$ cat config.mk
export PLATFORM = sky130hd
export DESIGN_NAME = i2c_master_byte_engine
export DESIGN_NICKNAME = d
export VERILOG_FILES = /design/src/design/i2cm_pkg.sv /design/src/design/i2cm_seq.sv /design/src/design/i2c_master_byte_engine.sv
export SDC_FILE = /design/constraint.sdc
export NUM_CORES = 1
export LEC_CHECK = 0
export BUFFER_PORTS_ARGS = -buffer_cell sky130_fd_sc_hd__buf_2
export CAP_MARGIN = 10
export CORE_ASPECT_RATIO = 0.5
export CORE_MARGIN = 5
export CORE_UTILIZATION = 45
export CTS_BUF_LIST = sky130_fd_sc_hd__clkbuf_2
export DETAILED_ROUTE_END_ITERATION = 8
export HOLD_SLACK_MARGIN = 0.02
export SLEW_MARGIN = 25
export SYNTH_ARGS = -nofsm -noshare
export SYNTH_HDL_FRONTEND = slang
export SYNTH_SLANG_ARGS = --single-unit
export TNS_END_PERCENT = 1
$ cat constraint.sdc
create_clock -name clk_i -period 4.16 [get_ports clk_i]
set_input_delay 0.416 -clock clk_i [delete_from_list [all_inputs] [get_ports clk_i]]
set_output_delay 0.416 -clock clk_i [all_outputs]
set_load 0.05 [all_outputs]
$ cat src/design/i2cm_pkg.sv
// Package for the I2C master byte engine: sequencer state codes and the
// item structs passed between the top level and the sequencer. No dependencies.
package i2cm_pkg;

  localparam int unsigned PhaseW    = 8;
  localparam int unsigned AddrW     = 7;
  localparam int unsigned ByteW     = 8;
  localparam int unsigned BitCntW   = 4;
  localparam logic [PhaseW-1:0] PhaseTicksRst = 8'd1;

  typedef enum logic [3:0] {
    StIdle    = 4'd0,
    StStart   = 4'd1,
    StTxLo    = 4'd2,
    StTxHi    = 4'd3,
    StSackLo  = 4'd4,
    StSackHi  = 4'd5,
    StRxLo    = 4'd6,
    StRxHi    = 4'd7,
    StMackLo  = 4'd8,
    StMackHi  = 4'd9,
    StStopLo  = 4'd10,
    StStopHi  = 4'd11,
    StStopEnd = 4'd12
  } state_e;

  typedef struct packed {
    logic             start_request;
    logic [AddrW-1:0] slave_address;
    logic             read_mode;
    logic [ByteW-1:0] byte_count;
    logic [ByteW-1:0] write_data;
    logic             sda_in;
  } in_item_t;

  typedef struct packed {
    logic             scl_level;
    logic             sda_release;
    logic             write_request;
    logic [ByteW-1:0] read_byte;
    logic             read_valid;
    logic             busy_res;
    logic             done_res;
    logic             ack_error;
  } out_item_t;

endpackage

$ cat src/design/i2cm_seq.sv
// Bit/phase sequencer of the I2C master: state registers, next-state logic
// and per-tick result logic. Depends on i2cm_pkg.
module i2cm_seq (
  input  logic                        clk_i,
  input  logic                        rst_ni,
  input  logic                        step_i,
  input  logic [i2cm_pkg::PhaseW-1:0] phase_ticks_i,
  input  i2cm_pkg::in_item_t          item_i,
  output i2cm_pkg::out_item_t         res_o
);

  i2cm_pkg::state_e state_q, state_d;
  logic [i2cm_pkg::BitCntW-1:0] bit_cnt_q, bit_cnt_d;
  logic [i2cm_pkg::ByteW-1:0]   bytes_left_q, bytes_left_d;
  logic [i2cm_pkg::ByteW-1:0]   shift_q, shift_d;
  logic [i2cm_pkg::ByteW-1:0]   addr_dir_q, addr_dir_d;
  logic                         err_q, err_d;
  logic [i2cm_pkg::PhaseW-1:0]  tick_q, tick_d;

  logic [i2cm_pkg::PhaseW-1:0]  phase_len;
  logic                         phase_end;
  logic [i2cm_pkg::BitCntW-1:0] bit_cnt_inc;
  logic                         last_bit;

  // zero phase length behaves as one tick
  assign phase_len   = (phase_ticks_i == '0) ? i2cm_pkg::PhaseW'(1) : phase_ticks_i;
  assign phase_end   = ({1'b0, tick_q} + 9'd1) >= {1'b0, phase_len};
  assign bit_cnt_inc = bit_cnt_q + 4'd1;
  assign last_bit    = bit_cnt_inc >= 4'd8;

  always_comb begin
    state_d      = state_q;
    bit_cnt_d    = bit_cnt_q;
    bytes_left_d = bytes_left_q;
    shift_d      = shift_q;
    addr_dir_d   = addr_dir_q;
    err_d        = err_q;
    tick_d       = tick_q;
    unique case (state_q)
      i2cm_pkg::StIdle: begin
        if (item_i.start_request) begin
          addr_dir_d   = {item_i.slave_address, item_i.read_mode};
          shift_d      = {item_i.slave_address, item_i.read_mode};
          bytes_left_d = item_i.byte_count;
          err_d        = 1'b0;
          bit_cnt_d    = '0;
          tick_d       = '0;
          state_d      = i2cm_pkg::StStart;
        end
      end
      default: begin
        if (!phase_end) begin
          tick_d = tick_q + 8'd1;
        end else begin
          tick_d = '0;
          unique case (state_q)
            i2cm_pkg::StStart:  state_d = i2cm_pkg::StTxLo;
            i2cm_pkg::StTxLo:   state_d = i2cm_pkg::StTxHi;
            i2cm_pkg::StTxHi: begin
              shift_d = {shift_q[6:0], 1'b0};
              if (last_bit) begin
                bit_cnt_d = '0;
                state_d   = i2cm_pkg::StSackLo;
              end else begin
                bit_cnt_d = bit_cnt_inc;
                state_d   = i2cm_pkg::StTxLo;
              end
            end
            i2cm_pkg::StSackLo: state_d = i2cm_pkg::StSackHi;
            i2cm_pkg::StSackHi: begin
              err_d     = err_q | item_i.sda_in;
              bit_cnt_d = '0;
              if (bytes_left_q == '0) begin
                state_d = i2cm_pkg::StStopLo;
              end else if (addr_dir_q[0]) begin
                shift_d = '0;
                state_d = i2cm_pkg::StRxLo;
              end else begin
                shift_d      = item_i.write_data;
                bytes_left_d = bytes_left_q - 8'd1;
                state_d      = i2cm_pkg::StTxLo;
              end
            end
            i2cm_pkg::StRxLo:   state_d = i2cm_pkg::StRxHi;
            i2cm_pkg::StRxHi: begin
              shift_d = {shift_q[6:0], item_i.sda_in};
              if (last_bit) begin
                bit_cnt_d    = '0;
                bytes_left_d = bytes_left_q - 8'd1;
                state_d      = i2cm_pkg::StMackLo;
              end else begin
                bit_cnt_d = bit_cnt_inc;
                state_d   = i2cm_pkg::StRxLo;
              end
            end
            i2cm_pkg::StMackLo: state_d = i2cm_pkg::StMackHi;
            i2cm_pkg::StMackHi: begin
              if (bytes_left_q == '0) begin
                state_d = i2cm_pkg::StStopLo;
              end else begin
                shift_d = '0;
                state_d = i2cm_pkg::StRxLo;
              end
            end
            i2cm_pkg::StStopLo: state_d = i2cm_pkg::StStopHi;
            i2cm_pkg::StStopHi: state_d = i2cm_pkg::StStopEnd;
            default:            state_d = i2cm_pkg::StIdle;
          endcase
        end
      end
    endcase
  end

  always_comb begin
    res_o = '0;
    res_o.scl_level   = 1'b1;
    res_o.sda_release = 1'b1;
    unique case (state_q)
      i2cm_pkg::StStart:  res_o.sda_release = 1'b0;
      i2cm_pkg::StTxLo: begin
        res_o.scl_level   = 1'b0;
        res_o.sda_release = shift_q[7];
      end
      i2cm_pkg::StTxHi:   res_o.sda_release = shift_q[7];
      i2cm_pkg::StSackLo: res_o.scl_level = 1'b0;
      i2cm_pkg::StRxLo:   res_o.scl_level = 1'b0;
      // NACK only after the last read byte
      i2cm_pkg::StMackLo: begin
        res_o.scl_level   = 1'b0;
        res_o.sda_release = (bytes_left_q == '0);
      end
      i2cm_pkg::StMackHi: res_o.sda_release = (bytes_left_q == '0);
      i2cm_pkg::StStopLo: begin
        res_o.scl_level   = 1'b0;
        res_o.sda_release = 1'b0;
      end
      i2cm_pkg::StStopHi: res_o.sda_release = 1'b0;
      default: ;
    endcase
    res_o.busy_res      = (state_q != i2cm_pkg::StIdle) || item_i.start_request;
    res_o.write_request = (state_q == i2cm_pkg::StSackHi) && phase_end &&
                          (bytes_left_q != '0) && !addr_dir_q[0];
    res_o.read_valid    = (state_q == i2cm_pkg::StRxHi) && phase_end && last_bit;
    res_o.read_byte     = res_o.read_valid ? {shift_q[6:0], item_i.sda_in} : '0;
    res_o.done_res      = (state_q == i2cm_pkg::StStopEnd) && phase_end;
    res_o.ack_error     = res_o.done_res & err_q;
  end

  always_ff @(posedge clk_i or negedge rst_ni) begin
    if (!rst_ni) begin
      state_q      <= i2cm_pkg::StIdle;
      bit_cnt_q    <= '0;
      bytes_left_q <= '0;
      shift_q      <= '0;
      addr_dir_q   <= '0;
      err_q        <= 1'b0;
      tick_q       <= '0;
    end else if (step_i) begin
      state_q      <= state_d;
      bit_cnt_q    <= bit_cnt_d;
      bytes_left_q <= bytes_left_d;
      shift_q      <= shift_d;
      addr_dir_q   <= addr_dir_d;
      err_q        <= err_d;
      tick_q       <= tick_d;
    end
  end

endmodule

$ cat src/design/i2c_master_byte_engine.sv
// Top level of the I2C master byte engine: input register, phase-length
// register, result register. Depends on i2cm_pkg and i2cm_seq.
//
//   channel | direction | handshake                 | payload
//   --------+-----------+---------------------------+---------------------------
//   in      | input     | in_valid_i / in_ready_o   | one bus tick of inputs
//   out     | output    | out_valid_o / out_ready_i | line levels and status
//   cfg     | input     | cfg_we_i, no wait         | phase_ticks
//
// One tick per cycle while the result is not stalled; a tick passes the input
// register, then the sequencer step that loads the result register.
// Reset clears the valid flags and the sequencer to idle, phase_ticks to 1.
// A stalled result holds; one more tick waits in the input register and
// in_ready_o drops until the result is taken.
module i2c_master_byte_engine (
  input  logic       clk_i,
  input  logic       rst_ni,
  input  logic       cfg_we_i,
  input  logic [7:0] cfg_wdata_i,
  input  logic       in_valid_i,
  output logic       in_ready_o,
  input  logic       start_request_i,
  input  logic [6:0] slave_address_i,
  input  logic       read_mode_i,
  input  logic [7:0] byte_count_i,
  input  logic [7:0] write_data_i,
  input  logic       sda_in_i,
  output logic       out_valid_o,
  input  logic       out_ready_i,
  output logic       scl_level_o,
  output logic       sda_release_o,
  output logic       write_request_o,
  output logic [7:0] read_byte_o,
  output logic       read_valid_o,
  output logic       busy_res_o,
  output logic       done_res_o,
  output logic       ack_error_o
);

  logic                        in_vld_q;
  i2cm_pkg::in_item_t          in_item_q;
  logic                        out_vld_q;
  i2cm_pkg::out_item_t         out_item_q, res;
  logic [i2cm_pkg::PhaseW-1:0] phase_ticks_q;
  logic                        step, accept;

  assign step       = in_vld_q && (!out_vld_q || out_ready_i);
  assign in_ready_o = !in_vld_q || step;
  assign accept     = in_valid_i && in_ready_o;

  always_ff @(posedge clk_i or negedge rst_ni) begin
    if (!rst_ni) begin
      phase_ticks_q <= i2cm_pkg::PhaseTicksRst;
    end else if (cfg_we_i) begin
      phase_ticks_q <= cfg_wdata_i;
    end
  end

  always_ff @(posedge clk_i or negedge rst_ni) begin
    if (!rst_ni) begin
      in_vld_q  <= 1'b0;
      out_vld_q <= 1'b0;
    end else begin
      if (accept) begin
        in_vld_q <= 1'b1;
      end else if (step) begin
        in_vld_q <= 1'b0;
      end
      if (step) begin
        out_vld_q <= 1'b1;
      end else if (out_ready_i) begin
        out_vld_q <= 1'b0;
      end
    end
  end

  always_ff @(posedge clk_i) begin
    if (accept) begin
      in_item_q <= '{start_request: start_request_i, slave_address: slave_address_i,
                     read_mode: read_mode_i, byte_count: byte_count_i,
                     write_data: write_data_i, sda_in: sda_in_i};
    end
    if (step) begin
      out_item_q <= res;
    end
  end

  i2cm_seq u_seq (
    .clk_i         (clk_i),
    .rst_ni        (rst_ni),
    .step_i        (step),
    .phase_ticks_i (phase_ticks_q),
    .item_i        (in_item_q),
    .res_o         (res)
  );

  assign out_valid_o     = out_vld_q;
  assign scl_level_o     = out_item_q.scl_level;
  assign sda_release_o   = out_item_q.sda_release;
  assign write_request_o = out_item_q.write_request;
  assign read_byte_o     = out_item_q.read_byte;
  assign read_valid_o    = out_item_q.read_valid;
  assign busy_res_o      = out_item_q.busy_res;
  assign done_res_o      = out_item_q.done_res;
  assign ack_error_o     = out_item_q.ack_error;

  a_err_only_at_done: assert property (@(posedge clk_i) disable iff (!rst_ni)
    out_valid_o && ack_error_o |-> done_res_o)
    else $error("ack_error outside done");

  a_rbyte_zero: assert property (@(posedge clk_i) disable iff (!rst_ni)
    out_valid_o && !read_valid_o |-> read_byte_o == 8'd0)
    else $error("read_byte nonzero without read_valid");

  a_wr_rd_excl: assert property (@(posedge clk_i) disable iff (!rst_ni)
    out_valid_o |-> !(write_request_o && read_valid_o))
    else $error("write_request and read_valid together");

  a_done_busy: assert property (@(posedge clk_i) disable iff (!rst_ni)
    out_valid_o && done_res_o |-> busy_res_o && scl_level_o && sda_release_o)
    else $error("done without busy and released lines");

  a_stall_holds: assert property (@(posedge clk_i) disable iff (!rst_ni)
    out_valid_o && !out_ready_i |=> out_valid_o)
    else $error("stalled result dropped");

endmodule
==> results of run 1 <==
==> cell usage in the layout (no fill, tap or decap), types with 3 or more instances in the layout <==
master                          instances
sky130_fd_sc_hd__clkbuf_2               9
sky130_fd_sc_hd__inv_1                 16
sky130_fd_sc_hd__o31ai_1                3
sky130_fd_sc_hd__dfrtp_1               43
sky130_fd_sc_hd__nor2_1                31
sky130_fd_sc_hd__ha_1                  15
sky130_fd_sc_hd__inv_6                  3
sky130_fd_sc_hd__xor2_1                 9
sky130_fd_sc_hd__nand2b_1               6
sky130_fd_sc_hd__and3_1                 3
sky130_fd_sc_hd__nand4_1                3
sky130_fd_sc_hd__edfxtp_1              41
sky130_fd_sc_hd__a221oi_1               7
sky130_fd_sc_hd__o21ai_0               21
sky130_fd_sc_hd__nor2b_1                4
sky130_fd_sc_hd__o21ai_1                5
sky130_fd_sc_hd__nand2_1               33
sky130_fd_sc_hd__buf_4                  5
sky130_fd_sc_hd__xnor2_1                3
sky130_fd_sc_hd__buf_2                 54
sky130_fd_sc_hd__a31oi_1                5
sky130_fd_sc_hd__nand3_1               10
sky130_fd_sc_hd__nor3_1                 8
sky130_fd_sc_hd__o211ai_1               3
sky130_fd_sc_hd__and2_1                11
sky130_fd_sc_hd__mux2_4                 9
sky130_fd_sc_hd__dlygate4sd3_1         35
sky130_fd_sc_hd__a21oi_1               14
==> worst paths after layout <==
path                                                endpoint  slack (ps)                         from  depth (start not counted)
hold / removal                  phase_ticks_q[7]$_DFFE_PN0P_         100               cfg_wdata_i[7]                          3
hold reg to reg                      u_seq.err_q$_DFFE_PN0P_         550      u_seq.err_q$_DFFE_PN0P_                          2
min in group asynchronous  u_seq.bytes_left_q[5]$_DFFE_PN0P_         340                       rst_ni                          2
max in group asynchronous     u_seq.bit_cnt_q[1]$_DFFE_PN0P_        3380                       rst_ni                          2
setup / recovery                u_seq.shift_q[3]$_DFFE_PN0P_         750  u_seq.tick_q[0]$_DFFE_PN0P_                         11
setup reg to reg                u_seq.shift_q[3]$_DFFE_PN0P_         750  u_seq.tick_q[0]$_DFFE_PN0P_                         11
==> worst register-to-register path, delay by kind of cell, from the launching register on <==
family	cells	cell delay, ps
AOI/OAI and AO/OA	4	1380
xor gates and xnor gates	1	90
DFF	1	460
muxes	1	360
adders and majority gates	2	540
and+or+nand+nor	3	510
==> routing by layer <==
| metal | wire [um] | GRT usage | vias to the layer above | share of wire |
|---|---|---|---|---|
| met5 | 0 | 0 | - | 0 |
| met4 | 77 | 0.0553 | 0 | 0.0084 |
| met3 | 462 | 0.0524 | 6 | 0.050 |
| met2 | 4470 | 0.282 | 74 | 0.49 |
| met1 | 4150 | 0.214 | 1477 | 0.45 |
| li1 | - | - | 1519 | - |
==> power by group <==
part	internal (uW)	total, uW	switching, uW
Combinational	484	1220	739
Sequential	1050	1200	154
Clock	141	433	292
==> kinds of logic (layout without fill, tap and decap cells) <==
kind of cell	count (synthesis)	after routing
mux	13	13
buf+inv	32	126
simple gates	126	126
xor+xnor	12	12
fa+ha+maj	15	15
compound gates	83	83
flops	85	85
==> metrics by stage <==
step                setup WS, ps   util
floorplan                   1250      -
global placement             944  0.513
detailed placement           800  0.513
CTS                          749  0.565
global route                 493  0.566
finish                       748  0.566
==> registers in the layout (all words and copies together) (netlist names), 4 cells and up <==
register,count
u_seq.tick_q,8
u_seq.shift_q,8
in_item_q,26
u_seq.bytes_left_q,8
phase_ticks_q,8
read_byte_o,8
u_seq.state_q,4
u_seq.bit_cnt_q,4
==> area by class of cell <==
cell class,instances,area (um2),area share
Clock buffer,9,45.0,0.00895
Clock inverter,7,71.3,0.0142
Inverter,16,60.1,0.0119
Multi-Input combinational cell,249,1720,0.341
Sequential cell,85,2330,0.464
Tap cell,117,146,0.0291
Timing Repair Buffer,94,658,0.131
==> results_tabular.tex, run 1 <==
\begin{tabular}{lr}
\hline
Metric & Value \\
\hline
\multicolumn{2}{l}{\textbf{Yosys}} \\
Area share of and/or/nand/nor cells after synthesis & 0.155 \\
Cell area after technology mapping & about 4200 um2 \\
Async SR Flop Fraction & 0.518 \\
Syn. warnings & 0 \\
Post-synthesis adder-cell area fraction & 0.0448 \\
Compound-cell area share of the yosys netlist & 0.141 \\
Share of cell area taken by muxes after synthesis & 0.0427 \\
Mapped Avg Cell Area & 11.5 um2 \\
Most frequently used cell type in the post-synthesis netlist & sky130\_fd\_sc\_hd\_\_dfrtp\_1 \\
Cell taking the most area after synthesis & sky130\_fd\_sc\_hd\_\_edfxtp\_1 \\
Sequential-to-total area share from yosys stat & 0.557 \\
Dominant combinational cell family by area after synthesis & simple AND/OR/NAND/NOR gates \\
Proportion of netlist area held by the largest area contributor & 0.294 \\
Leading post-synthesis cells by instance count & 43 x sky130\_fd\_sc\_hd\_\_dfrtp\_1, 41 x sky130\_fd\_sc\_hd\_\_edfxtp\_1, 33 x sky130\_fd\_sc\_hd\_\_nand2\_1 \\
Post-synthesis sequential element count & between 80 and 90 \\
Mapped Nets & 420 \\
Most common flop cell mapped by yosys & sky130\_fd\_sc\_hd\_\_dfrtp\_1 \\
EDFF count, synth & 41 \\
XOR/XNOR share of the synthesized area & 0.0251 \\
Synth area leaders & sky130\_fd\_sc\_hd\_\_edfxtp\_1 29\%, sky130\_fd\_sc\_hd\_\_dfrtp\_1 26\%, sky130\_fd\_sc\_hd\_\_ha\_1 4.5\%, sky130\_fd\_sc\_hd\_\_mux2\_4 3.2\%, sky130\_fd\_sc\_hd\_\_nand2\_1 3.0\% \\
Number of different library cells in the post-synthesis netlist & between 60 and 70 \\
Number of instances in the synthesized netlist & 366 \\
\multicolumn{2}{l}{\textbf{Global routing}} \\
Number of global-route vias before repair & 3106 \\
GRT Total Usage & 0.169 \\
Number of antenna violations at the first check in global routing & 0 \\
Pin count of the biggest net entering global routing & 45 \\
Wire length of the first global-routing pass & 15500 um \\
Total grt overflow & 0 \\
\multicolumn{2}{l}{\textbf{STA}} \\
Worst slew pin tran & around 850 ps \\
Number of endpoints with negative hold slack in the final report & 0 \\
Smallest hold slack & 104 ps \\
Setup TNS & 0 ps \\
Min Clock Period, post-route & 3410 ps \\
Unrepaired setup endpoints after global routing & false \\
Max transition margin & 0.434 \\
Final Setup Violations & 0 \\
Number of max-slew violations in the final report & 0 \\
Timing-limited maximum frequency & 293 MHz \\
Share of the clock period used by the worst path & 0.820 \\
Setup skew after layout & $\sim$37 ps \\
\multicolumn{2}{l}{\textbf{Clocking}} \\
Latest clock arrival within the worst-skew pair & 560 ps \\
Post CTS Setup Buffer Count & 0 \\
Clock tree from TritonCTS & yes \\
Number of clock sinks seen by CTS & 85 \\
H-tree lvl count & 3 \\
TritonCTS Buffers & 9 \\
Root cell of the clock tree & sky130\_fd\_sc\_hd\_\_clkbuf\_2 \\
CTS max path bufs & 2 \\
Post\_cts resized & 0 \\
Hold buffer count at cts & 34 \\
Clock slew seen by the registers of the worst setup and hold paths & 230 ps \\
\multicolumn{2}{l}{\textbf{Placed design}} \\
Post-Place Cell Area & 4560 um2 \\
Buffers added on ports & 55 \\
Placed Instances & 526 \\
Post-DP HPWL & 6210 um \\
RD Place Congestion & 0.853 \\
\multicolumn{2}{l}{\textbf{Power and ir drop}} \\
Leakage power figure & 0.00218 uW \\
Worst VDD drop & between 0.15 and 0.2 mV \\
Areal power density over the cells & 568 nW/um2 \\
Power consumption & 2860 uW \\
\multicolumn{2}{l}{\textbf{Layout}} \\
Final cell area excluding filler cells & 5030 um2 \\
Final Net Count & between 500 and 600 \\
Number of cells in the finished layout apart from fillers & 577 \\
Area Overhead vs Synth & 20.1\% \\
Fraction of final layout cells sized beyond drive strength 1 & 0.213 \\
Number of antenna cells inserted & 0 \\
Fill cell instance count of the final layout & roughly 770 \\
\multicolumn{2}{l}{\textbf{Detailed routing}} \\
First drt pass iteration count & 4 \\
Number of nets still failing antenna checks after routing & 0 \\
Total number of vias & approximately 3100 \\
Final wirelength & 9160 um \\
Detailed-route DRC error count & 0 \\
DR vias/cell & $\sim$5.3 \\
1st-iter DRT viols & 114 \\
Post-DR wirelength/cell & 15.9 um \\
\multicolumn{2}{l}{\textbf{Worst setup path}} \\
CP max-delay cell & sky130\_fd\_sc\_hd\_\_a2111oi\_4 \\
Buffers \& Inverters on Critical Path & 0 \\
Cell family with the largest share of critical-path delay & compound AO/OA/AOI/OAI gates \\
Type of element capturing the critical path & register \\
Critical path start-end classification & reg2reg \\
Highest cell delay on the worst timing path & $\sim$800 ps \\
Crit path DAT & around 3900 ps \\
Cell Chain, Critical Path & ha\_1 > nand3\_1 > nor2\_1 > xor2\_1 > ha\_1 > o211ai\_1 > nor2\_1 > a221o\_1 > a31oi\_2 > a2111oi\_4 > mux2\_4 \\
Top fanout value on the critical path & 8 \\
Nature of the critical path startpoint & register \\
Data required time of the worst path & roughly 4600 ps \\
\multicolumn{2}{l}{\textbf{Floorplan}} \\
Starting density of the core & 0.472 \\
Io pins & 56 \\
Chip height & around 78 um \\
Die X-Extent & 146 um \\
Area of the placeable core & between 8000 and 9000 um2 \\
Cell row count & 24 \\
Die footprint & between 10000 and 15000 um2 \\
\multicolumn{2}{l}{\textbf{Worst hold path}} \\
Worst hold path class & in2reg \\
\multicolumn{2}{l}{\textbf{Run status}} \\
Run status & completed \\
\multicolumn{2}{l}{\textbf{Job}} \\
Max-cap violation count & 0 \\
\hline
\end{tabular}
No activity file was read; power rests on OpenSTA's default activity.
==> run 2, diff against run 1 <==
--- a/config.mk
+++ b/config.mk
@@ -5,6 +5,7 @@
 export SDC_FILE = /design/constraint.sdc
 export NUM_CORES = 1
 export LEC_CHECK = 0
+export ABC_AREA = 1
 export BUFFER_PORTS_ARGS = -buffer_cell sky130_fd_sc_hd__buf_2
 export CAP_MARGIN = 10
 export CORE_ASPECT_RATIO = 0.5
==> constraint.sdc (replaced) <==
create_clock -name clk_i -period 3.2 [get_ports clk_i]
set_input_delay 0.32 -clock clk_i [delete_from_list [all_inputs] [get_ports clk_i]]
set_output_delay 0.32 -clock clk_i [all_outputs]
set_load 0.05 [all_outputs]
==> run 2 against run 1 <==
- routed wire length up 6.4%
- flip-flop and latch count is the same
- synthesized area up 1.8%
- global-route usage is 1.0 points higher
- total power up 20%
- register-to-register slack worse by 410 ps
- synthesized cell count up 28%
- sequential share of layout area is 1.3 points lower
- clock skew shrank 0.73 ps
- via count grew 12%
- combinational power grew 9.8%
- worst setup slack worse by 410 ps
- critical path type unchanged
- critical endpoint is now u_seq.bytes_left_q[5]$_DFFE_PN0P_
- largest cell class unchanged
- largest power group is now registers
==> results_tabular.tex, run 2 <==
\begin{tabular}{lr}
\hline
Metric & Value \\
\hline
\multicolumn{2}{l}{\textbf{Run status}} \\
Run status & completed \\
\multicolumn{2}{l}{\textbf{Layout}} \\
Final cell area excluding filler cells & slightly above 5000 um2 \\
Commonest non-fill, non-tap cells in the layout & 127 x sky130\_fd\_sc\_hd\_\_nand2\_1, 63 x sky130\_fd\_sc\_hd\_\_inv\_1, 54 x sky130\_fd\_sc\_hd\_\_buf\_2, 43 x sky130\_fd\_sc\_hd\_\_dfrtp\_1, 41 x sky130\_fd\_sc\_hd\_\_edfxtp\_1 \\
Fraction of final layout cells sized beyond drive strength 1 & 0.159 \\
Max reg flops & 26 \\
Fill cell instance count of the final layout & 849 \\
Final Net Count & 620 \\
Storage element area & 2330 um2 \\
Most common library cell in the layout ignoring fill and taps & sky130\_fd\_sc\_hd\_\_nand2\_1 \\
Area Overhead vs Synth & 21.4\% \\
Largest Register & in\_item\_q \\
Area used by multi-input combinational logic & 1640 um2 \\
\multicolumn{2}{l}{\textbf{Worst setup path}} \\
RR Startpoint & u\_seq.tick\_q[1]\$\_DFFE\_PN0P\_ \\
Worst path most repeated cell & sky130\_fd\_sc\_hd\_\_nand2\_1 \\
Critical R2R Capture & u\_seq.bytes\_left\_q[5]\$\_DFFE\_PN0P\_ \\
Cell Chain, Critical Path & ha\_1 > nand2\_1 > nor2\_1 > nand3\_1 > xor2\_1 > ha\_1 > nand4\_1 > nor2\_1 > nor3\_1 > nand3\_2 > buf\_4 > nand3\_4 > nand2\_1 > nand2\_1 \\
Critical path start-end classification & reg2reg \\
Data required time of the worst path & 3760 ps \\
Crit path DAT & $\sim$3400 ps \\
Worst Reg-to-Reg Cells & 14 \\
CP max-delay cell & sky130\_fd\_sc\_hd\_\_dfrtp\_1 \\
Nature of the critical path startpoint & register \\
Highest cell delay on the worst timing path & 450 ps \\
Top fanout value on the critical path & 16 \\
Type of element capturing the critical path & register \\
Worst setup slack for register-to-register paths & 340 ps \\
\multicolumn{2}{l}{\textbf{Yosys}} \\
Post-synthesis sequential element count & 85 \\
Most frequently used cell type in the post-synthesis netlist & sky130\_fd\_sc\_hd\_\_nand2\_1 \\
Leading post-synthesis cells by instance count & 128 x sky130\_fd\_sc\_hd\_\_nand2\_1, 64 x sky130\_fd\_sc\_hd\_\_inv\_1, 43 x sky130\_fd\_sc\_hd\_\_dfrtp\_1 \\
Sequential-to-total area share from yosys stat & 0.547 \\
Synth area leaders & sky130\_fd\_sc\_hd\_\_edfxtp\_1 29\%, sky130\_fd\_sc\_hd\_\_dfrtp\_1 25\%, sky130\_fd\_sc\_hd\_\_nand2\_1 11\%, sky130\_fd\_sc\_hd\_\_inv\_1 5.6\%, sky130\_fd\_sc\_hd\_\_ha\_1 4.4\% \\
EDFF count, synth & 41 \\
Mapped Nets & $\sim$520 \\
Most common flop cell mapped by yosys & sky130\_fd\_sc\_hd\_\_dfrtp\_1 \\
Cell taking the most area after synthesis & sky130\_fd\_sc\_hd\_\_edfxtp\_1 \\
Mapped Avg Cell Area & 9.12 um2 \\
Proportion of netlist area held by the largest area contributor & 0.288 \\
Number of different library cells in the post-synthesis netlist & 37 \\
Syn. warnings & 0 \\
Number of instances in the synthesized netlist & between 400 and 500 \\
Cell area after technology mapping & 4270 um2 \\
Async SR Flop Fraction & 0.518 \\
\multicolumn{2}{l}{\textbf{Placed design}} \\
Post-placement setup slack & approximately 380 ps \\
Buffers added on ports & 55 \\
Post-DP HPWL & approximately 6500 um \\
Post-Place Cell Area & 4670 um2 \\
RD Place Congestion & 0.866 \\
\multicolumn{2}{l}{\textbf{Floorplan}} \\
Cell row count & 25 \\
Die X-Extent & 148 um \\
Die footprint & $\sim$12000 um2 \\
Starting density of the core & 0.456 \\
Area of the placeable core & 9350 um2 \\
Chip height & 78.9 um \\
Io pins & 56 \\
\multicolumn{2}{l}{\textbf{Detailed routing}} \\
Detailed-route DRC error count & 0 \\
1st-iter DRT viols & 214 \\
Final wirelength & 9750 um \\
First drt pass iteration count & 4 \\
Post-DR wirelength/cell & around 14 um \\
DR vias/cell & 4.97 \\
Total number of vias & 3445 \\
Number of nets still failing antenna checks after routing & 0 \\
\multicolumn{2}{l}{\textbf{Worst hold path}} \\
Worst hold path class & in2reg \\
Worst min-delay path startpoint & cfg\_we\_i \\
Hold Crit Depth & 2 \\
Sink of the worst hold path & phase\_ticks\_q[0]\$\_DFFE\_PN1P\_ \\
\multicolumn{2}{l}{\textbf{Clocking}} \\
CTS max path bufs & 2 \\
Clock slew seen by the registers of the worst setup and hold paths & roughly 260 ps \\
Root cell of the clock tree & sky130\_fd\_sc\_hd\_\_clkbuf\_2 \\
Latest clock arrival within the worst-skew pair & 590 ps \\
Number of clock sinks seen by CTS & 85 \\
Clock tree from TritonCTS & yes \\
TritonCTS Buffers & 9 \\
H-tree lvl count & 3 \\
\multicolumn{2}{l}{\textbf{STA}} \\
Max transition margin & 0.388 \\
Number of max-slew violations in the final report & 0 \\
Smallest hold slack & just under 70 ps \\
Unrepaired setup endpoints after global routing & true \\
Setup skew after layout & roughly 36 ps \\
Share of the clock period used by the worst path & 0.894 \\
Worst slew pin tran & 912 ps \\
Min Clock Period, post-route & 2860 ps \\
Final Setup Violations & 0 \\
Final worst setup slack & 339 ps \\
Timing-limited maximum frequency & 350 MHz \\
Number of endpoints with negative hold slack in the final report & 0 \\
\multicolumn{2}{l}{\textbf{Global routing}} \\
GRT Total Usage & 0.179 \\
Pin count of the biggest net entering global routing & 45 \\
Total grt overflow & 0 \\
Number of antenna violations at the first check in global routing & 1 \\
Number of global-route vias before repair & 3354 \\
Wire length of the first global-routing pass & $\sim$16000 um \\
\multicolumn{2}{l}{\textbf{Power and ir drop}} \\
Worst VDD drop & between 0.2 and 0.3 mV \\
Seq pwr share & 0.436 \\
Share of power burned in the clock network & 0.173 \\
Leakage power figure & 0.00241 uW \\
Switching component of the power & about 1400 uW \\
Areal power density over the cells & 659 nW/um2 \\
Internal power & 1970 uW \\
Switching share of power & 0.424 \\
Fraction of power consumed by combinational cells & 0.391 \\
\multicolumn{2}{l}{\textbf{Job}} \\
Max-cap violation count & 0 \\
\hline
\end{tabular}
-- run 2: cell types whose count changed in the layout (fill, tap and decap cells not counted), moves of 5 or more --
cell and delta:
sky130_fd_sc_hd__and2_1 -11, sky130_fd_sc_hd__nand3_1 +5, sky130_fd_sc_hd__a221oi_1 -7, sky130_fd_sc_hd__inv_1 +47, sky130_fd_sc_hd__nand4_1 +22, sky130_fd_sc_hd__o21ai_0 +15, sky130_fd_sc_hd__mux2_4 -9, sky130_fd_sc_hd__nand2b_1 -6
sky130_fd_sc_hd__o211ai_1 +6, sky130_fd_sc_hd__xor2_1 -5, sky130_fd_sc_hd__nor3_1 -6, sky130_fd_sc_hd__nand2_1 +94
-- run 2: stage by stage --
stage / utilization / setup TNS [ps] / total power [uW] / instances
after floorplan: - / 0 / 2470 / 468
after global placement: 0.499 / 0 / 2780 / 637
after detailed placement: 0.499 / 0 / 2800 / 637
after CTS: 0.554 / 0 / 3420 / 692
after global routing: 0.554 / -17.6 / 3680 / 693
final: 0.554 / 0 / 3420 / 693
-- run 2: kinds of logic after synthesis --
| family | after synthesis | synth area share |
|---|---|---|
| adders and majority gates | 15 | 0.0440 |
| xor gates and xnor gates | 8 | 0.0164 |
| buffers and inverters | 75 | 0.0704 |
| DFF | 85 | 0.547 |
| AOI/OAI and AO/OA | 69 | 0.0976 |
| and+or+nand+nor | 216 | 0.225 |
-- run 2: final cells by class --
type                            instances  area share
Antenna cell                            1    0.000483
Clock buffer                           10     0.00966
Clock inverter                          6      0.0133
Inverter                               65      0.0480
Multi-Input combinational cell        308       0.316
Sequential cell                        85       0.450
Tap cell                              121      0.0292
Timing Repair Buffer                   97       0.133
-- run 2: worst max-delay path: cells and delay by family, from the launching register on --
kind / cells / cell delay, ps
simple gates: 10 / 1360
fa+ha+maj: 2 / 530
flops: 1 / 450
buf+inv: 1 / 330
xor+xnor: 1 / 180
-- run 2: power groups by stage --
stage          registers (uW)  clock network (uW)  logic [uW]
6_report                 1490                 590        1340
3_5_place_dp             1510                   0        1290
4_1_cts                  1490                 609        1330
3_3_place_gp             1510                   0        1270
5_1_grt                  1510                 653        1520
2_1_floorplan            1550                   0         923
-- run 2: worst max path at each step --
stage / startpoint / slack (ps) / endpoint
after CTS: u_seq.tick_q[0]$_DFFE_PN0P_ / 350 / u_seq.state_q[0]$_DFFE_PN0P_
after global placement: u_seq.tick_q[0]$_DFFE_PN0P_ / 460 / u_seq.bytes_left_q[5]$_DFFE_PN0P_
after floorplan: out_valid_o$_DFFE_PN0P_ / 870 / u_seq.bytes_left_q[0]$_DFFE_PN0P_
after detailed placement: u_seq.tick_q[0]$_DFFE_PN0P_ / 380 / u_seq.bytes_left_q[1]$_DFFE_PN0P_
final: u_seq.tick_q[1]$_DFFE_PN0P_ / 340 / u_seq.bytes_left_q[5]$_DFFE_PN0P_
after global routing: u_seq.tick_q[0]$_DFFE_PN0P_ / -10 / u_seq.bytes_left_q[1]$_DFFE_PN0P_
-- run 2: repair_timing --
item,4_1_cts,5_1_grt
resized for setup,0,1
hold buffers,39,0
endpoints found under the setup margin,0,2
hold endpoints to repair,79,0
buffers inserted,0,0
-- run 2: per-layer routing --
layer	global-route usage	routed length, um	vias up
li1	-	-	1759
met1	0.245	4700	1579
met2	0.287	4410	96
met3	0.0456	527	11
met4	0.0493	117	0
met5	0	0	-
==> run 3, diff against run 2 <==
--- a/config.mk
+++ b/config.mk
@@ -5,17 +5,20 @@
 export SDC_FILE = /design/constraint.sdc
 export NUM_CORES = 1
 export LEC_CHECK = 0
-export ABC_AREA = 1
 export BUFFER_PORTS_ARGS = -buffer_cell sky130_fd_sc_hd__buf_2
 export CAP_MARGIN = 10
+export CELL_PAD_IN_SITES_DETAIL_PLACEMENT = 1
+export CELL_PAD_IN_SITES_GLOBAL_PLACEMENT = 2
 export CORE_ASPECT_RATIO = 0.5
 export CORE_MARGIN = 5
-export CORE_UTILIZATION = 45
+export CORE_UTILIZATION = 39
 export CTS_BUF_LIST = sky130_fd_sc_hd__clkbuf_2
 export DETAILED_ROUTE_END_ITERATION = 8
 export HOLD_SLACK_MARGIN = 0.02
+export PLACE_DENSITY_LB_ADDON = 0.1
 export SLEW_MARGIN = 25
 export SYNTH_ARGS = -nofsm -noshare
 export SYNTH_HDL_FRONTEND = slang
+export SYNTH_HIERARCHICAL = 1
 export SYNTH_SLANG_ARGS = --single-unit
 export TNS_END_PERCENT = 1
==> run 3 against run 2 <==
- via count down 9.3%
- worst setup slack lost 210 ps
- sequential share of layout area up 0.23 points
- critical path depth is 4 lower
- cell count is 12% lower
- synthesized cell count shrank 23%
- combinational power up 5%
- clock skew is 11 ps lower
- first-iteration DRC count down 48%
- clock-buffer cell count is 1 lower
- hold slack improved by 110 ps
- synthesized area decreased by 3.0%
==> results_tabular.tex, run 3 <==
\begin{tabular}{lr}
\hline
Metric & Value \\
\hline
\multicolumn{2}{l}{\textbf{Floorplan}} \\
Area of the placeable core & $\sim$10000 um2 \\
Io pins & 56 \\
Chip height & 82.8 um \\
Starting density of the core & 0.403 \\
Die X-Extent & 156 um \\
Cell row count & 26 \\
Die footprint & 12900 um2 \\
\multicolumn{2}{l}{\textbf{Detailed routing}} \\
1st-iter DRT viols & 111 \\
Number of nets still failing antenna checks after routing & 0 \\
Detailed-route DRC error count & 0 \\
Post-DR wirelength/cell & 17.5 um \\
First drt pass iteration count & 6 \\
DR vias/cell & 5.14 \\
Total number of vias & between 3000 and 4000 \\
Final wirelength & 10700 um \\
\multicolumn{2}{l}{\textbf{Worst setup path}} \\
Critical path start-end classification & reg2reg \\
Nature of the critical path startpoint & register \\
Type of element capturing the critical path & register \\
Data required time of the worst path & 3650 ps \\
Crit path DAT & 3520 ps \\
Top fanout value on the critical path & 6 \\
\multicolumn{2}{l}{\textbf{STA}} \\
Setup skew after layout & 25.2 ps \\
Final worst setup slack & 130 ps \\
Worst slew pin tran & approximately 760 ps \\
Number of max-slew violations in the final report & 0 \\
Share of the clock period used by the worst path & 0.959 \\
Smallest hold slack & about 180 ps \\
Final Setup Violations & 0 \\
Unrepaired setup endpoints after global routing & true \\
Max transition margin & 0.491 \\
Min Clock Period, post-route & about 3100 ps \\
Timing-limited maximum frequency & 326 MHz \\
Number of endpoints with negative hold slack in the final report & 0 \\
\multicolumn{2}{l}{\textbf{Clocking}} \\
CTS max path bufs & 2 \\
Root cell of the clock tree & sky130\_fd\_sc\_hd\_\_clkbuf\_2 \\
Clock slew seen by the registers of the worst setup and hold paths & 250 ps \\
TritonCTS Buffers & 9 \\
Clock tree from TritonCTS & yes \\
H-tree lvl count & 3 \\
Latest clock arrival within the worst-skew pair & 580 ps \\
Number of clock sinks seen by CTS & 85 \\
\multicolumn{2}{l}{\textbf{Global routing}} \\
Met2 track demand over resource & 0.285 \\
Total grt overflow & 0 \\
Number of antenna violations at the first check in global routing & 0 \\
Pin count of the biggest net entering global routing & 45 \\
GR Util met1 & 0.226 \\
Number of global-route vias before repair & around 3500 \\
Fraction of met3 tracks used by global routing & 0.0483 \\
Wire length of the first global-routing pass & roughly 18000 um \\
GRT Total Usage & 0.172 \\
Most heavily used metal layer in global routing & met2 \\
\multicolumn{2}{l}{\textbf{Power and ir drop}} \\
Seq pwr share & 0.445 \\
Switching component of the power & 1460 uW \\
Fraction of power consumed by combinational cells & 0.400 \\
Internal power & around 2100 uW \\
Share of power burned in the clock network & 0.156 \\
Leakage power figure & roughly 0.0022 uW \\
Power consumption & $\sim$3500 uW \\
Worst VDD drop & 0.239 mV \\
Areal power density over the cells & 686 nW/um2 \\
Switching share of power & 0.412 \\
\multicolumn{2}{l}{\textbf{Yosys}} \\
Synth area leaders & sky130\_fd\_sc\_hd\_\_edfxtp\_1 30\%, sky130\_fd\_sc\_hd\_\_dfrtp\_1 26\%, sky130\_fd\_sc\_hd\_\_ha\_1 4.8\%, sky130\_fd\_sc\_hd\_\_nand2\_1 3.2\%, sky130\_fd\_sc\_hd\_\_mux2\_4 2.9\% \\
Proportion of netlist area held by the largest area contributor & 0.297 \\
EDFF count, synth & slightly above 40 \\
Number of instances in the synthesized netlist & 360 \\
Post-synthesis sequential element count & between 80 and 90 \\
Syn. warnings & 6 \\
Leading post-synthesis cells by instance count & 43 x sky130\_fd\_sc\_hd\_\_dfrtp\_1, 41 x sky130\_fd\_sc\_hd\_\_edfxtp\_1, 35 x sky130\_fd\_sc\_hd\_\_nand2\_1 \\
Cell taking the most area after synthesis & sky130\_fd\_sc\_hd\_\_edfxtp\_1 \\
Number of different library cells in the post-synthesis netlist & 53 \\
Cell area after technology mapping & 4140 um2 \\
Sequential-to-total area share from yosys stat & 0.564 \\
Most frequently used cell type in the post-synthesis netlist & sky130\_fd\_sc\_hd\_\_dfrtp\_1 \\
Async SR Flop Fraction & 0.518 \\
Mapped Avg Cell Area & between 10 and 15 um2 \\
Most common flop cell mapped by yosys & sky130\_fd\_sc\_hd\_\_dfrtp\_1 \\
Mapped Nets & 415 \\
\multicolumn{2}{l}{\textbf{Layout}} \\
Fraction of final layout cells sized beyond drive strength 1 & 0.239 \\
Area Overhead vs Synth & 24.6\% \\
Max reg flops & 26 \\
Number of antenna cells inserted & 0 \\
Final Net Count & 518 \\
Commonest non-fill, non-tap cells in the layout & 54 x sky130\_fd\_sc\_hd\_\_buf\_2, 43 x sky130\_fd\_sc\_hd\_\_dfrtp\_1, 41 x sky130\_fd\_sc\_hd\_\_edfxtp\_1, 38 x sky130\_fd\_sc\_hd\_\_dlygate4sd3\_1, 35 x sky130\_fd\_sc\_hd\_\_nand2\_1 \\
Most common library cell in the layout ignoring fill and taps & sky130\_fd\_sc\_hd\_\_buf\_2 \\
Largest Register & in\_item\_q \\
Final cell area excluding filler cells & 5160 um2 \\
\multicolumn{2}{l}{\textbf{Placed design}} \\
Post-Place Cell Area & between 4000 and 5000 um2 \\
Post-placement setup slack & 8.74 ps \\
Buffers added on ports & between 50 and 60 \\
Post-DP HPWL & 7360 um \\
RD Place Congestion & 0.794 \\
\multicolumn{2}{l}{\textbf{Worst hold path}} \\
Worst hold path class & in2reg \\
\multicolumn{2}{l}{\textbf{Run status}} \\
Run status & completed \\
\multicolumn{2}{l}{\textbf{Job}} \\
Max-cap violation count & 0 \\
\hline
\end{tabular}
run 3: cell count changes in the layout (fill, tap and decap cells not counted), sizes merged, moves of 11 or more:
cell / previous run / this run
inv: 66 / 22
and2: 0 / 14
buf: 58 / 69
mux2: 0 / 16
o21ai: 40 / 16
nand4: 25 / 0
nand2: 130 / 35
run 3: final timing paths:
kind | from | to | cells after the start | slack, ps
setup reg to reg | u_seq/tick_q[0]$_DFFE_PN0P_ | ack_error_o$_DFFE_PP_ | 10 | 130
hold reg to reg | in_item_q[17]$_DFFE_PP_ | u_seq/addr_dir_q[0]$_DFFE_PN0P_ | 2 | 510
setup / recovery | u_seq/tick_q[0]$_DFFE_PN0P_ | ack_error_o$_DFFE_PP_ | 10 | 130
hold / removal | cfg_we_i | phase_ticks_q[2]$_DFFE_PN0P_ | 2 | 180
min in group asynchronous | rst_ni | out_valid_o$_DFFE_PN0P_ | 2 | 270
max in group asynchronous | rst_ni | u_seq/shift_q[0]$_DFFE_PN0P_ | 2 | 2510
run 3: worst max-delay path, stage by stage, from the launching register on:
cell and delay, ps:
sky130_fd_sc_hd__dfrtp_1 480, sky130_fd_sc_hd__ha_2 230, sky130_fd_sc_hd__and3_4 220, sky130_fd_sc_hd__nand3_4 110, sky130_fd_sc_hd__xnor2_1 160, sky130_fd_sc_hd__ha_1 310, sky130_fd_sc_hd__o2111ai_1 170, sky130_fd_sc_hd__o221a_4 350
sky130_fd_sc_hd__buf_4 170, sky130_fd_sc_hd__nor4b_1 530, sky130_fd_sc_hd__and2_1 220
run 3: cells by family (layout without fill, tap and decap cells):
family / Yosys count / in the layout / share of synthesized area
flops: 85 / 85 / 0.564
xor+xnor: 12 / 12 / 0.0254
buf+inv: 33 / 141 / 0.0336
simple gates: 125 / 125 / 0.156
compound gates: 70 / 70 / 0.115
mux: 19 / 19 / 0.0580
fa+ha+maj: 16 / 16 / 0.0484
run 3: per-layer routing:
layer / share of wire / vias up
met1: 0.48 / 1539
met3: 0.044 / 13
met4: 0.0098 / 0
li1: - / 1509
met2: 0.46 / 65
met5: 0 / -
run 3: power by group through the flow:
| stage | sequential, uW | combinational [uW] | clock (uW) |
|---|---|---|---|
| global placement | 1580 | 1320 | 0 |
| global route | 1610 | 1580 | 628 |
| finish | 1570 | 1410 | 550 |
| floorplan | 1580 | 939 | 0 |
| detailed placement | 1600 | 1380 | 0 |
| CTS | 1570 | 1420 | 578 |
run 3: stage by stage:
step                       util  TNS, ps  std cells
after floorplan               -        0        360
after global placement    0.451        0        554
after detailed placement  0.451        0        554
after CTS                 0.499        0        608
after global routing      0.502    -71.3        608
final                     0.502        0        608
run 3: layout make-up:
| cell class | count | area, um2 |
|---|---|---|
| Clock buffer | 9 | 45.0 |
| Clock inverter | 7 | 68.8 |
| Fill cell | 1123 | 5120 |
| Inverter | 18 | 67.6 |
| Multi-Input combinational cell | 242 | 1690 |
| Sequential cell | 85 | 2330 |
| Tap cell | 140 | 175 |
| Timing Repair Buffer | 107 | 776 |
run 3: what timing repair did:
item,CTS,global route
resized for setup,1,5
endpoints found under the setup margin,9,30
buffers inserted,0,0
hold buffers,38,0
hold endpoints to repair,79,0
